<file path="src/rtl/core/drgs_pkg.sv">
package drgs_pkg;

    localparam int unsigned DEPTH_W = 16;
    localparam int unsigned DRAFT_W = 14;
    localparam int unsigned GRADE_W = 3;
    localparam int unsigned NUM_GRADES = 8;
    localparam int unsigned WINS_PER_GRADE = 6;

    typedef logic [DEPTH_W-1:0] t_depth;
    typedef logic [DRAFT_W-1:0] t_draft;
    typedef logic [GRADE_W-1:0] t_grade;

    localparam t_draft DRAFT_RESET    = 14'd50;
    localparam t_grade GRADE_NONE     = 3'd0;
    localparam t_grade GRADE_NO_WATER = 3'd3;

    // One depth window: open at both ends; from_draft takes the lower bound from draft_cm
    typedef struct packed {
        t_grade to;
        logic   from_draft;
        t_depth lower;
        t_depth upper;
    } t_window;

    localparam t_window WIN_TABLE [NUM_GRADES][WINS_PER_GRADE] = '{
        '{ '{3'd1, 1'b1, 16'd0,     16'd500},   '{3'd2, 1'b0, 16'd650,   16'd1400},
           '{3'd3, 1'b0, 16'd1300,  16'd2900},  '{3'd4, 1'b0, 16'd2700,  16'd5900},
           '{3'd5, 1'b0, 16'd5800,  16'd11000}, '{3'd6, 1'b0, 16'd10000, 16'd23000} },
        '{ '{3'd2, 1'b0, 16'd650,   16'd1400},  '{3'd3, 1'b0, 16'd1300,  16'd2900},
           '{3'd4, 1'b0, 16'd2700,  16'd5900},  '{3'd5, 1'b0, 16'd5800,  16'd11000},
           '{3'd6, 1'b0, 16'd11000, 16'd23000}, '{3'd7, 1'b0, 16'd23000, 16'd30000} },
        '{ '{3'd1, 1'b1, 16'd0,     16'd500},   '{3'd3, 1'b0, 16'd1300,  16'd2900},
           '{3'd4, 1'b0, 16'd2700,  16'd5900},  '{3'd5, 1'b0, 16'd5800,  16'd11000},
           '{3'd6, 1'b0, 16'd11000, 16'd23000}, '{3'd7, 1'b0, 16'd23000, 16'd30000} },
        '{ '{3'd1, 1'b1, 16'd0,     16'd700},   '{3'd2, 1'b0, 16'd600,   16'd1200},
           '{3'd4, 1'b0, 16'd2700,  16'd5900},  '{3'd5, 1'b0, 16'd5800,  16'd11000},
           '{3'd6, 1'b0, 16'd11000, 16'd23000}, '{3'd7, 1'b0, 16'd23000, 16'd30000} },
        '{ '{3'd1, 1'b1, 16'd0,     16'd700},   '{3'd2, 1'b0, 16'd600,   16'd1400},
           '{3'd3, 1'b0, 16'd1300,  16'd2600},  '{3'd5, 1'b0, 16'd5800,  16'd11000},
           '{3'd6, 1'b0, 16'd11000, 16'd23000}, '{3'd7, 1'b0, 16'd23000, 16'd30000} },
        '{ '{3'd1, 1'b1, 16'd0,     16'd700},   '{3'd2, 1'b0, 16'd600,   16'd1400},
           '{3'd3, 1'b0, 16'd1300,  16'd2700},  '{3'd4, 1'b0, 16'd2600,  16'd5600},
           '{3'd6, 1'b0, 16'd11000, 16'd23000}, '{3'd7, 1'b0, 16'd23000, 16'd30000} },
        '{ '{3'd1, 1'b1, 16'd0,     16'd700},   '{3'd2, 1'b0, 16'd600,   16'd1400},
           '{3'd3, 1'b0, 16'd1300,  16'd2700},  '{3'd4, 1'b0, 16'd2600,  16'd5800},
           '{3'd5, 1'b0, 16'd5700,  16'd10000}, '{3'd7, 1'b0, 16'd23000, 16'd30000} },
        '{ '{3'd1, 1'b1, 16'd0,     16'd700},   '{3'd2, 1'b0, 16'd600,   16'd1400},
           '{3'd3, 1'b0, 16'd1300,  16'd2700},  '{3'd4, 1'b0, 16'd2600,  16'd5800},
           '{3'd5, 1'b0, 16'd5700,  16'd10000}, '{3'd6, 1'b0, 16'd11000, 16'd23000} }
    };

    // Extra lowest-priority window that only grade 0 checks
    localparam t_window GRADE0_LAST = '{3'd7, 1'b0, 16'd22000, 16'd30000};

endpackage

</file>
<file path="src/rtl/core/drgs_grade_logic.sv">
module drgs_grade_logic (
    input  drgs_pkg::t_depth i_depth_cm,
    input  drgs_pkg::t_draft i_draft_cm,
    input  drgs_pkg::t_grade i_cur_grade,
    output drgs_pkg::t_grade o_next_grade
);
    import drgs_pkg::*;

    t_depth  draft_ext;
    t_window win;
    t_depth  lo;
    logic    found;

    assign draft_ext = {{(DEPTH_W-DRAFT_W){1'b0}}, i_draft_cm};

    // Scan the windows of the current grade, first hit wins
    always_comb begin
        o_next_grade = i_cur_grade;
        found        = 1'b0;
        win          = WIN_TABLE[0][0];
        lo           = '0;
        for (int i = 0; i < WINS_PER_GRADE; i++) begin
            win = WIN_TABLE[i_cur_grade][i];
            lo  = win.from_draft ? draft_ext : win.lower;
            if (!found && (i_depth_cm > lo) && (i_depth_cm < win.upper)) begin
                o_next_grade = win.to;
                found        = 1'b1;
            end
        end
        // Grade 0 fallbacks: last deep window, then depth at the draft
        if (!found && (i_cur_grade == GRADE_NONE)) begin
            if ((i_depth_cm > GRADE0_LAST.lower) &&
                (i_depth_cm < GRADE0_LAST.upper)) begin
                o_next_grade = GRADE0_LAST.to;
            end else if (i_depth_cm == draft_ext) begin
                o_next_grade = GRADE_NO_WATER;
            end
        end
    end

endmodule

</file>
<file path="src/rtl/core/depth_range_grade_selector.sv">
// Depth range grade selector. Each accepted depth (cm) yields one result: the
// range grade 0..7 (0 = none chosen yet, the value after reset) and a flag that
// is set when the grade changed, through the input then the result register.
// One depth per cycle unless the result stalls (single grade register feeds the
// window compare). The draft register (reset 50 cm, own always-ready port) must
// be written only while idle; the block itself does not enforce that.
module depth_range_grade_selector (
    input  logic             i_clk,
    input  logic             i_rst_n,
    // depth input channel
    input  logic             i_valid,
    output logic             o_stall,
    input  drgs_pkg::t_depth i_depth_cm,
    // result channel
    output logic             o_valid,
    input  logic             i_stall,
    output drgs_pkg::t_grade o_grade,
    output logic             o_grade_changed,
    // draft register write
    input  logic             i_cfg_valid,
    output logic             o_cfg_ready,
    input  drgs_pkg::t_draft i_cfg_draft_cm
);
    import drgs_pkg::*;

    t_draft r_draft;
    t_grade r_grade;
    logic   r_in_valid;
    t_depth r_depth;
    logic   r_out_valid;
    t_grade r_out_grade;
    logic   r_out_changed;

    t_grade n_grade;
    logic   out_free;
    logic   advance;

    assign o_cfg_ready = 1'b1;

    // Draft register
    always_ff @(posedge i_clk) begin
        if (!i_rst_n) begin
            r_draft <= DRAFT_RESET;
        end else if (i_cfg_valid && o_cfg_ready) begin
            r_draft <= i_cfg_draft_cm;
        end
    end

    // Pipeline flow control
    assign out_free = !r_out_valid || !i_stall;
    assign advance  = r_in_valid && out_free;
    assign o_stall  = r_in_valid && !out_free;

    // Input register
    always_ff @(posedge i_clk) begin
        if (!i_rst_n) begin
            r_in_valid <= 1'b0;
        end else if (!o_stall) begin
            r_in_valid <= i_valid;
        end
    end

    always_ff @(posedge i_clk) begin
        if (i_valid && !o_stall) begin
            r_depth <= i_depth_cm;
        end
    end

    drgs_grade_logic u_grade_logic (
        .i_depth_cm  (r_depth),
        .i_draft_cm  (r_draft),
        .i_cur_grade (r_grade),
        .o_next_grade(n_grade)
    );

    // Grade state and result register
    always_ff @(posedge i_clk) begin
        if (!i_rst_n) begin
            r_grade     <= GRADE_NONE;
            r_out_valid <= 1'b0;
        end else begin
            if (advance) begin
                r_grade <= n_grade;
            end
            if (out_free) begin
                r_out_valid <= r_in_valid;
            end
        end
    end

    always_ff @(posedge i_clk) begin
        if (advance) begin
            r_out_grade   <= n_grade;
            r_out_changed <= (n_grade != r_grade);
        end
    end

    assign o_valid         = r_out_valid;
    assign o_grade         = r_out_grade;
    assign o_grade_changed = r_out_changed;

    // Checks
    a_out_matches_state: assert property (@(posedge i_clk) disable iff (!i_rst_n)
        o_valid |-> (o_grade == r_grade))
        else $error("result grade differs from grade state");

    a_changed_flag: assert property (@(posedge i_clk) disable iff (!i_rst_n)
        advance |=> (o_grade_changed == (o_grade != $past(r_grade))))
        else $error("change flag inconsistent with grade update");

    a_no_return_to_none: assert property (@(posedge i_clk) disable iff (!i_rst_n)
        (r_grade != GRADE_NONE) |=> (r_grade != GRADE_NONE))
        else $error("grade fell back to none");

    a_stall_only_when_full: assert property (@(posedge i_clk) disable iff (!i_rst_n)
        o_stall |-> (r_in_valid && r_out_valid))
        else $error("input stalled with free pipeline");

endmodule
</file>
<file path="config.mk">
export PLATFORM = sky130hd
export DESIGN_NAME = depth_range_grade_selector
export DESIGN_NICKNAME = d
export VERILOG_FILES = /design/src/rtl/core/drgs_pkg.sv /design/src/rtl/core/drgs_grade_logic.sv /design/src/rtl/core/depth_range_grade_selector.sv
export SDC_FILE = /design/constraint.sdc
export NUM_CORES = 1
export LEC_CHECK = 0
export ABC_AREA = 1
export BUFFER_PORTS_ARGS = -buffer_cell sky130_fd_sc_hd__buf_2
export CAP_MARGIN = 20
export CELL_PAD_IN_SITES_DETAIL_PLACEMENT = 2
export CELL_PAD_IN_SITES_GLOBAL_PLACEMENT = 2
export CORE_AREA = 2 2 132 134
export CTS_CLUSTER_SIZE = 10
export DETAILED_ROUTE_END_ITERATION = 6
export DIE_AREA = 0 0 134 136
export GPL_TIMING_DRIVEN = 0
export PLACE_DENSITY = 0.67
export SKIP_CTS_REPAIR_TIMING = 1
export SKIP_LAST_GASP = 1
export SYNTH_ARGS = -nofsm -noshare
export SYNTH_HDL_FRONTEND = slang
export SYNTH_SLANG_ARGS = --single-unit
</file>
<file path="constraint.sdc">
create_clock -name i_clk -period 4.7 [get_ports i_clk]
set_clock_uncertainty 0.1 [all_clocks]
set_input_delay 0.705 -clock i_clk [delete_from_list [all_inputs] [get_ports i_clk]]
set_output_delay 0.705 -clock i_clk [all_outputs]
set_load 0.005 [all_outputs]
</file>
==> results.md, run 1 <==
- Summed over its instances, the top area cell type makes up 27.4% of the synthesized netlist area.
- The most numerous cell type found on the critical path is sky130_fd_sc_hd__inv_1.
- The total area inside the core boundary comes to 0.0169 mm2.
- The design area is 0.00565 mm2.
- Measured against its own limit, the worst slew margin works out to 33.9%.
- TritonCTS built the clock tree.
- Entering global routing, the biggest net connects 17 pins.
- The multi-input combinational cells in the finished layout cover a total of 0.00359 mm2.
- The post-synthesis share of cell area spent on xor and xnor gates is 1.23%.
- The average detailed-routed wire length per instance is around 19 um.
- The flow ran to the end, and the final reports show no timing, DRC or antenna violations.
- The final count of pins violating max slew is 0.
- The synthesized netlist devotes 13.5% of its cell area to compound gates.
- The final-report setup violation count is 0.
- The post-route antenna net violation count is 0.
- For the worst setup path, the data arrival time is 4230 ps.
- Of the total synthesized cell area, the portion taken by full adders, half adders and majority gates is 27.4%.
- The async set-reset flop share out of synthesis is 0%.
- Timing would allow up to 233 MHz.
- The number of max-cap violations is 0.
- Setup repair after global routing left no endpoint under its margin.
- Summed over all instances, the cell type with the most area after synthesis is sky130_fd_sc_hd__ha_1.
- The kind of launch point of the worst setup path is a flop.
- The die covers 0.0182 mm2.
- In the final timing run, aggregate negative setup slack is 0 ps.
- The sequential cells in the finished layout cover a total of 981 um2.
- The all-layer global routing usage is a little over a fifth.
- The worst min-delay path category is reg -> reg.
- The worst hold-check slack is 393 ps.
- The layout-stage area growth over the synthesis result is 13.5%.
- The height of the die is 136 um.
- Once the floorplan was initialized, standard cells occupied around 30% of the core.
- The mux share of post-synthesis cell area is 0%.
- The CTS root buffer is sky130_fd_sc_hd__clkbuf_16.
- The synthesized design contains 20 enable-type register cells.
- Clock-pin slew was measured on the worst setup and hold paths at 60 ps.
- The internal power is 923 uW.
- The total length of routed wires is 19300 um.
- The fraction of the mapped netlist area in simple logic gates is slightly below 30%.
- In the post-synthesis netlist, the biggest area contributors are sky130_fd_sc_hd__ha_1 27%, sky130_fd_sc_hd__nand2_1 13%, sky130_fd_sc_hd__edfxtp_1 12%, sky130_fd_sc_hd__dfxtp_1 7.6%, sky130_fd_sc_hd__inv_1 7.0%.
- Summed over all cells, the static leakage comes to 2.91 nW.
- The count of buffers inserted at the top-level ports is 40.
- The die extent in x is between 100 and 150 um.
- In the routed design, unresolved DRC markers number 0.
- The number of synthesized register bits is 39.
- The number of global-route vias before repair is 5658.
- The number of hold violations in the final report came to 0.
- The global-route wire length before repair is 30400 um.
- Summing over every cut layer, the via total after detailed routing is between 5000 and 6000.
- Of the total power, the share spent switching nets is 39.6%.
- Power spread over the standard cell area amounts to between 200 and 300 mW/mm2.
- The type of the setup path with the least slack is reg -> reg.
- The clock power share is 29.4%.
- The first routing iteration left 147 violations.
- The proportion of synthesized chip area in sequential cells is 19.7%.
- Synthesis produced 722 cells.
- The worst setup path is captured at a flop.
- The number of antenna diodes in the final layout is 0.
- Walking the worst path, the cells encountered are inv_1 > ha_1 > inv_1 > nor2_1 > inv_1 > nand2_1 > ha_1 > nand4_1 > nor2_1 > o21ai_0 > nand3_1 > nand3_1 > nand2_1 > inv_1 > nand4_2 > a21oi_2 > inv_1 > nand2_2 > nand2_1 > nand2_1 > nand3_1.
- The sum of net half-perimeters after detailed placement is 15600 um.
- The number of top-level design ports is 42.
- The mean area per synthesized cell is 6.90 um2.
- The synthesized netlist contains 46 unique library cells.
- After global routing the overflow that remains totals 0.
- Summing every instance area after synthesis gives 0.00498 mm2.
- For the worst setup path, the data required time is 4640 ps.
- The measured slew at the worst slew-check pin is approximately 1000 ps.
- The pre-CTS worst setup slack is around 160 ps.
- On the worst path, the slowest cell contributes a delay of 690 ps.
- The number of inserted filler cells in the final layout is 2050.
- The maximum fanout along the worst path is 9.
- The number of optimization iterations in the first detailed-route pass is 4.
- Summed over all nets, the switching power comes to approximately 610 uW.
- The clock net in this run drives a total of 39 sinks.
- The post-synth net total is about 870.
- The placed cell area is 0.00546 mm2.
- Per report_power, the sequential group accounts for 28.7% of the total.
- The total number of nets in the final design is 913.
- The final period utilization is 91.3%.
- Yosys printed 0 warnings.
- The number of antenna violations at the first check in global routing came to 0.
- In the final layout, the share of cells above drive strength 1 is 10.8%.
- In this run, the combinational gates consume 41.9% of the power.
- For the worst-skew pair, the clock arrives at the later sink with an insertion delay of between 200 and 300 ps.
- The row count is 48.
- The placer congestion estimate is 0.861.
- The number of buffers created by CTS is 5.
- Among all flip-flop cells after synthesis, the most frequent one is sky130_fd_sc_hd__edfxtp_1.
- The count of H-tree levels built during CTS is 2.
- The dominant delay contributor by cell family on the critical path is simple AND/OR/NAND/NOR gates.
- The clock passes through at most 2 buffers.
- The worst-case IR drop observed on VDD is 0.213 mV.
- Among all stages on the critical path, the largest delay is contributed by sky130_fd_sc_hd__nor2_1.
- In the routed layout, each cell is associated on average with a via count of 5.14.
- Counting I/O delays and the setup requirement, the final critical path takes 4290 ps.
- The dominant combinational cell family by area after synthesis is simple AND/OR/NAND/NOR gates.
- Across all setup checks in the final design, the least slack found is 408 ps.
- The number of buffer and inverter instances along the worst setup path is 5.
routing by layer:
layer	track usage (%)	routed length, um	up-vias
met5	0	0	-
met4	4.31	173	0
met3	1.75	530	14
met2	40.7	9690	73
met1	27.6	8890	2518
li1	-	-	2513
cell type report:
type / instances / share of cell area, %
clock buffers: 6 / 2.28
inverters: 95 / 6.40
clock inverters: 2 / 1.06
well taps: 225 / 4.98
repair buffers: 40 / 3.54
plain buffers: 10 / 0.930
flip-flops and latches: 39 / 17.4
multi-input cells: 578 / 63.4
tightest hold or removal path: cells and delay by family, from the launching register on:
| kind | cells | cell delay [ps] |
|---|---|---|
| flops | 1 | 300 |
| buf+inv | 1 | 80 |
| compound gates | 1 | 70 |
power by group through the flow:
stage / Sequential (mW) / Combinational [mW] / Clock (mW)
after floorplan: 0.420 / 0.443 / 0
after global placement: 0.446 / 0.588 / 0
after detailed placement: 0.447 / 0.643 / 0
after CTS: 0.440 / 0.648 / 0.459
after global routing: 0.443 / 0.741 / 0.472
final: 0.439 / 0.640 / 0.449
worst paths after layout:
check                           startpoint               to  slack [ps]  cells after the start
worst max register to register  r_grade[1]  o_grade_changed         410                     21
worst min register to register  r_in_valid          o_valid         390                      2
worst max-delay path            r_grade[1]  o_grade_changed         410                     21
worst min-delay path            r_in_valid          o_valid         390                      2
state kept, by name (all words and copies together) (netlist names):
register and count:
o_valid 1, r_grade 3, r_draft 14, o_grade 3
r_depth 16, r_in_valid 1, o_grade_changed 1
cell usage after synthesis (2+ instances only):
library cell,count
sky130_fd_sc_hd__a21oi_2,4
sky130_fd_sc_hd__nand4_2,2
sky130_fd_sc_hd__a31oi_1,3
sky130_fd_sc_hd__o21a_1,4
sky130_fd_sc_hd__ha_1,109
sky130_fd_sc_hd__nand3_1,38
sky130_fd_sc_hd__nand2_2,7
sky130_fd_sc_hd__clkbuf_1,3
sky130_fd_sc_hd__dfxtp_1,19
sky130_fd_sc_hd__nor3_2,3
sky130_fd_sc_hd__a21oi_1,51
sky130_fd_sc_hd__buf_2,3
sky130_fd_sc_hd__o211ai_1,2
sky130_fd_sc_hd__nor2_2,6
sky130_fd_sc_hd__nor3_1,8
sky130_fd_sc_hd__xor2_1,5
sky130_fd_sc_hd__o22ai_1,3
sky130_fd_sc_hd__a21o_1,3
sky130_fd_sc_hd__o21ai_1,3
sky130_fd_sc_hd__o31ai_1,3
sky130_fd_sc_hd__xnor2_1,2
sky130_fd_sc_hd__edfxtp_1,20
sky130_fd_sc_hd__a21boi_0,2
sky130_fd_sc_hd__o21ai_0,31
sky130_fd_sc_hd__o21ai_2,2
sky130_fd_sc_hd__nand2_1,166
sky130_fd_sc_hd__nor4_1,3
sky130_fd_sc_hd__nand4_1,13
sky130_fd_sc_hd__buf_1,2
sky130_fd_sc_hd__nor2_1,93
sky130_fd_sc_hd__inv_4,2
sky130_fd_sc_hd__inv_1,93
layout by cell type, fill, tap and decap left out, types with 4 or more instances in the layout:
cell type / n
sky130_fd_sc_hd__nand2_2: 7
sky130_fd_sc_hd__buf_2: 43
sky130_fd_sc_hd__clkbuf_16: 5
sky130_fd_sc_hd__dfxtp_1: 19
sky130_fd_sc_hd__nand3_1: 38
sky130_fd_sc_hd__o21ai_0: 31
sky130_fd_sc_hd__nor2_1: 92
sky130_fd_sc_hd__a21oi_1: 51
sky130_fd_sc_hd__nor2_2: 7
sky130_fd_sc_hd__nor3_1: 8
sky130_fd_sc_hd__nand4_1: 13
sky130_fd_sc_hd__edfxtp_1: 20
sky130_fd_sc_hd__xor2_1: 5
sky130_fd_sc_hd__a21oi_2: 4
sky130_fd_sc_hd__nand2_1: 166
sky130_fd_sc_hd__ha_1: 109
sky130_fd_sc_hd__clkbuf_1: 4
sky130_fd_sc_hd__inv_1: 93
sky130_fd_sc_hd__o21a_1: 4
stage by stage:
stage / power [mW] / utilization [%] / cells
finish: 1.53 / 33.5 / 995
CTS: 1.55 / 33.5 / 995
global placement: 1.03 / 32.4 / 987
detailed placement: 1.09 / 32.4 / 987
floorplan: 0.862 / - / 722
global route: 1.66 / 33.5 / 995
kinds of logic after synthesis:
kind of cell | after synthesis
DFF | 39
AOI/OAI and AO/OA | 116
other | 1
and+or+nand+nor | 345
buffers and inverters | 105
adders and majority gates | 109
xor gates and xnor gates | 7
Note: power is estimated with default switching activity, not from simulation.
==> run 2, diff against run 1 <==
Clock period 4.7 ns to 5.15 ns, I/O delays scaled along.
==> run 2 against run 1 <==
Against the previous run:
- clock power is 8.7% lower
- worst hold slack hardly changed
- non-clock buffer count stayed put
- final cell count stayed put
==> results.md, run 2 (same netlist as run 1, synthesis figures left out) <==
- The slowest stage cell on the critical path is sky130_fd_sc_hd__nor2_1.
- The clock latency on the worst-skew pair is slightly below 300 ps.
- The final-report setup violation count is 0.
- The most heavily used metal layer in global routing is met2.
- The row count is 48.
- The floorplan step defined a die boundary enclosing between 0.015 and 0.02 mm2.
- The setup TNS is 0 ps.
- The worst pin sits at a relative slew slack of 33.9%.
- The via density per instance is 5.14.
- The number of antenna violations at the first check in global routing came to 0.
- The worst path in the final design needs a cycle of ~4500 ps, including I/O delays and setup.
- The total clock sinks is 39.
- The root buffer cell chosen for the clock tree is sky130_fd_sc_hd__clkbuf_16.
- In this run the horizontal extent of the chip is 134 um.
- The total placed cells including tap cells is 987.
- In the final layout, the share of cells above drive strength 1 is between 10% and 20%.
- The flip-flop count of the largest register after layout is 16.
- The height of the die is 136 um.
- In this run the deepest clock path goes through 2 buffers.
- The critical path is of the reg -> reg type.
- Dividing total power by cell area gives a power density of 247 mW/mm2.
- The analysis attributes to cell leakage a power of 2.91 nW.
- The final antenna diode count is 0.
- The maximum clock frequency is 223 MHz.
- For this run, global-route usage on met2 was measured as 40.7%.
- At the end of the flow the core is filled with cells to 33.5%.
- For this run the aggregate overflow at the end of global routing stands at 0.
- The pre-antenna-repair detailed-routing pass consisted of 4 iterations.
- The largest registers in the layout are r_depth (16), r_draft (14).
- The cell with the most instances on the worst path is sky130_fd_sc_hd__nand2_1.
- For met1 alone, demand over resource in global routing was 27.6%.
- The total length of routed wires is 19300 um.
- Summing all non-filler instances in the final layout gives an area of 0.00565 mm2.
- The net count of the finished layout is 913.
- In this run the worst path has a maximum fanout of 8.
- Entering global routing, the biggest net connects 17 pins.
- The area taken by flip-flops and latches is 981 um2.
- In this run the number of H-tree levels came out at 2.
- The number of buffers created by CTS is 5.
- r_depth holds more flip-flops than any other register.
- The all-layer global routing usage is 21.8%.
- The number of inserted filler cells in the final layout is around 2100.
- The met3 track utilization from global routing is 1.75%.
- 42 I/O pins were placed.
- The worst min-delay path category is reg -> reg.
- The effective utilization at floorplan is between 20 and 30%.
- TritonCTS built the clock tree.
- Routability-driven placement finished with a final weighted congestion of 0.861.
- The count of buffers inserted at the top-level ports is 40.
- The remaining routing DRC violations is 0.
- On the worst path, the slowest cell contributes a delay of 690 ps.
- The detailed router placed 5115 vias in this run.
- At the pin with the least slew margin, the transition time is a little under 1000 ps.
- The HPWL after detailed placement is 15600 um.
- The number of global-route vias before repair is about 5700.
- The post-layout instance count excluding filler cells is around 1000.
- The total core area is 0.0169 mm2.
- The peak ir drop on the vdd network is 0.194 mV.
- Leaving out fill and tap cells, the most frequent cells in the layout are 166 x sky130_fd_sc_hd__nand2_1, 109 x sky130_fd_sc_hd__ha_1, 93 x sky130_fd_sc_hd__nor2_1, 93 x sky130_fd_sc_hd__inv_1, 51 x sky130_fd_sc_hd__a21oi_1.
- STA classifies the critical path endpoint as a flop.
- The data arrival time at the worst-slack endpoint is 4410 ps.
- Dividing the detail-routed wire length by the instance count gives ~19 um.
- After the first detailed-routing iteration, the DRC count stood at about 150.
- The placed cell area is around 0.0055 mm2.
- The global-route wire length before repair is 30400 um.
- The layout-stage area growth over the synthesis result is 13.5%.
- In this run the remaining antenna-violating nets after routing total 0.
- At the worst endpoint, the required time is 5090 ps.
- The number of hold violations in the final report is 0.
- Walking the worst path, the cells encountered are inv_1 > ha_1 > inv_1 > nor2_1 > inv_1 > ha_1 > nand2_1 > nor3_1 > nand2_1 > nand2_1 > nand2_1 > nand2_1 > nand2_1 > o21ai_2 > nor2_2 > nand2_1 > nand3_1 > nand3_1 > nand2_1 > nand2_2 > nand3_1 > nand2_1 > nand3_1.
- Max-cap violations in this run came to 0.
- The flow ran to the end, and the final reports show no timing, DRC or antenna violations.
- After layout, the worst path uses 86.9% of the clock period.
- The most common cell after layout, fill and taps aside is sky130_fd_sc_hd__nand2_1.
- The kind of launch point of the worst setup path is a flop.
- After clock tree synthesis, the clock-pin slew on the worst setup and hold paths is 60 ps.
- The area of combinational cells with multiple inputs is ~0.0036 mm2.
- The final count of pins violating max slew is 0.
- Setup repair after global routing left no endpoint under its margin.
-- run 2: power by group --
part / total, mW / leakage (nW) / switching [mW] / internal, mW
combinational: 0.583 / 2.47 / 0.372 / 0.211
clock: 0.410 / 0.0911 / 0.132 / 0.278
sequential: 0.401 / 0.351 / 0.0477 / 0.353
-- run 2: per-stage QoR --
stage	worst slack (ps)	total power [mW]	hold WS [ps]
2_1_floorplan	1970	0.787	357
3_3_place_gp	782	0.944	370
3_5_place_dp	608	0.995	395
4_1_cts	596	1.41	404
5_1_grt	191	1.51	437
6_report	675	1.39	394
-- run 2: final cells by class --
class / instances / share of cell area [%]
Clock inverter: 2 / 1.06
Multi-Input combinational cell: 578 / 63.4
Clock buffer: 6 / 2.28
Sequential cell: 39 / 17.4
Timing Repair Buffer: 40 / 3.54
Buffer: 10 / 0.930
Inverter: 95 / 6.40
Tap cell: 225 / 4.98
-- run 2: final timing paths --
check | from | endpoint | slack (ps) | cells past startpoint
worst min-delay path | r_in_valid | o_valid | 390 | 2
worst min register to register | r_in_valid | o_valid | 390 | 2
worst max register to register | r_grade[1] | o_grade_changed | 680 | 23
worst max-delay path | r_grade[1] | o_grade_changed | 680 | 23
-- run 2: critical path: cells and delay by family (launching register included) --
kind / cells / cell delay, ps
compound gates: 1 / 240
fa+ha+maj: 2 / 720
buf+inv: 3 / 680
flops: 1 / 370
simple gates: 17 / 2080
-- run 2: metal layers --
metal | part of all wire (%) | vias to the layer above
met5 | 0 | -
met4 | 0.90 | 0
met3 | 2.7 | 14
met2 | 50 | 73
met1 | 46 | 2515
li1 | - | 2513
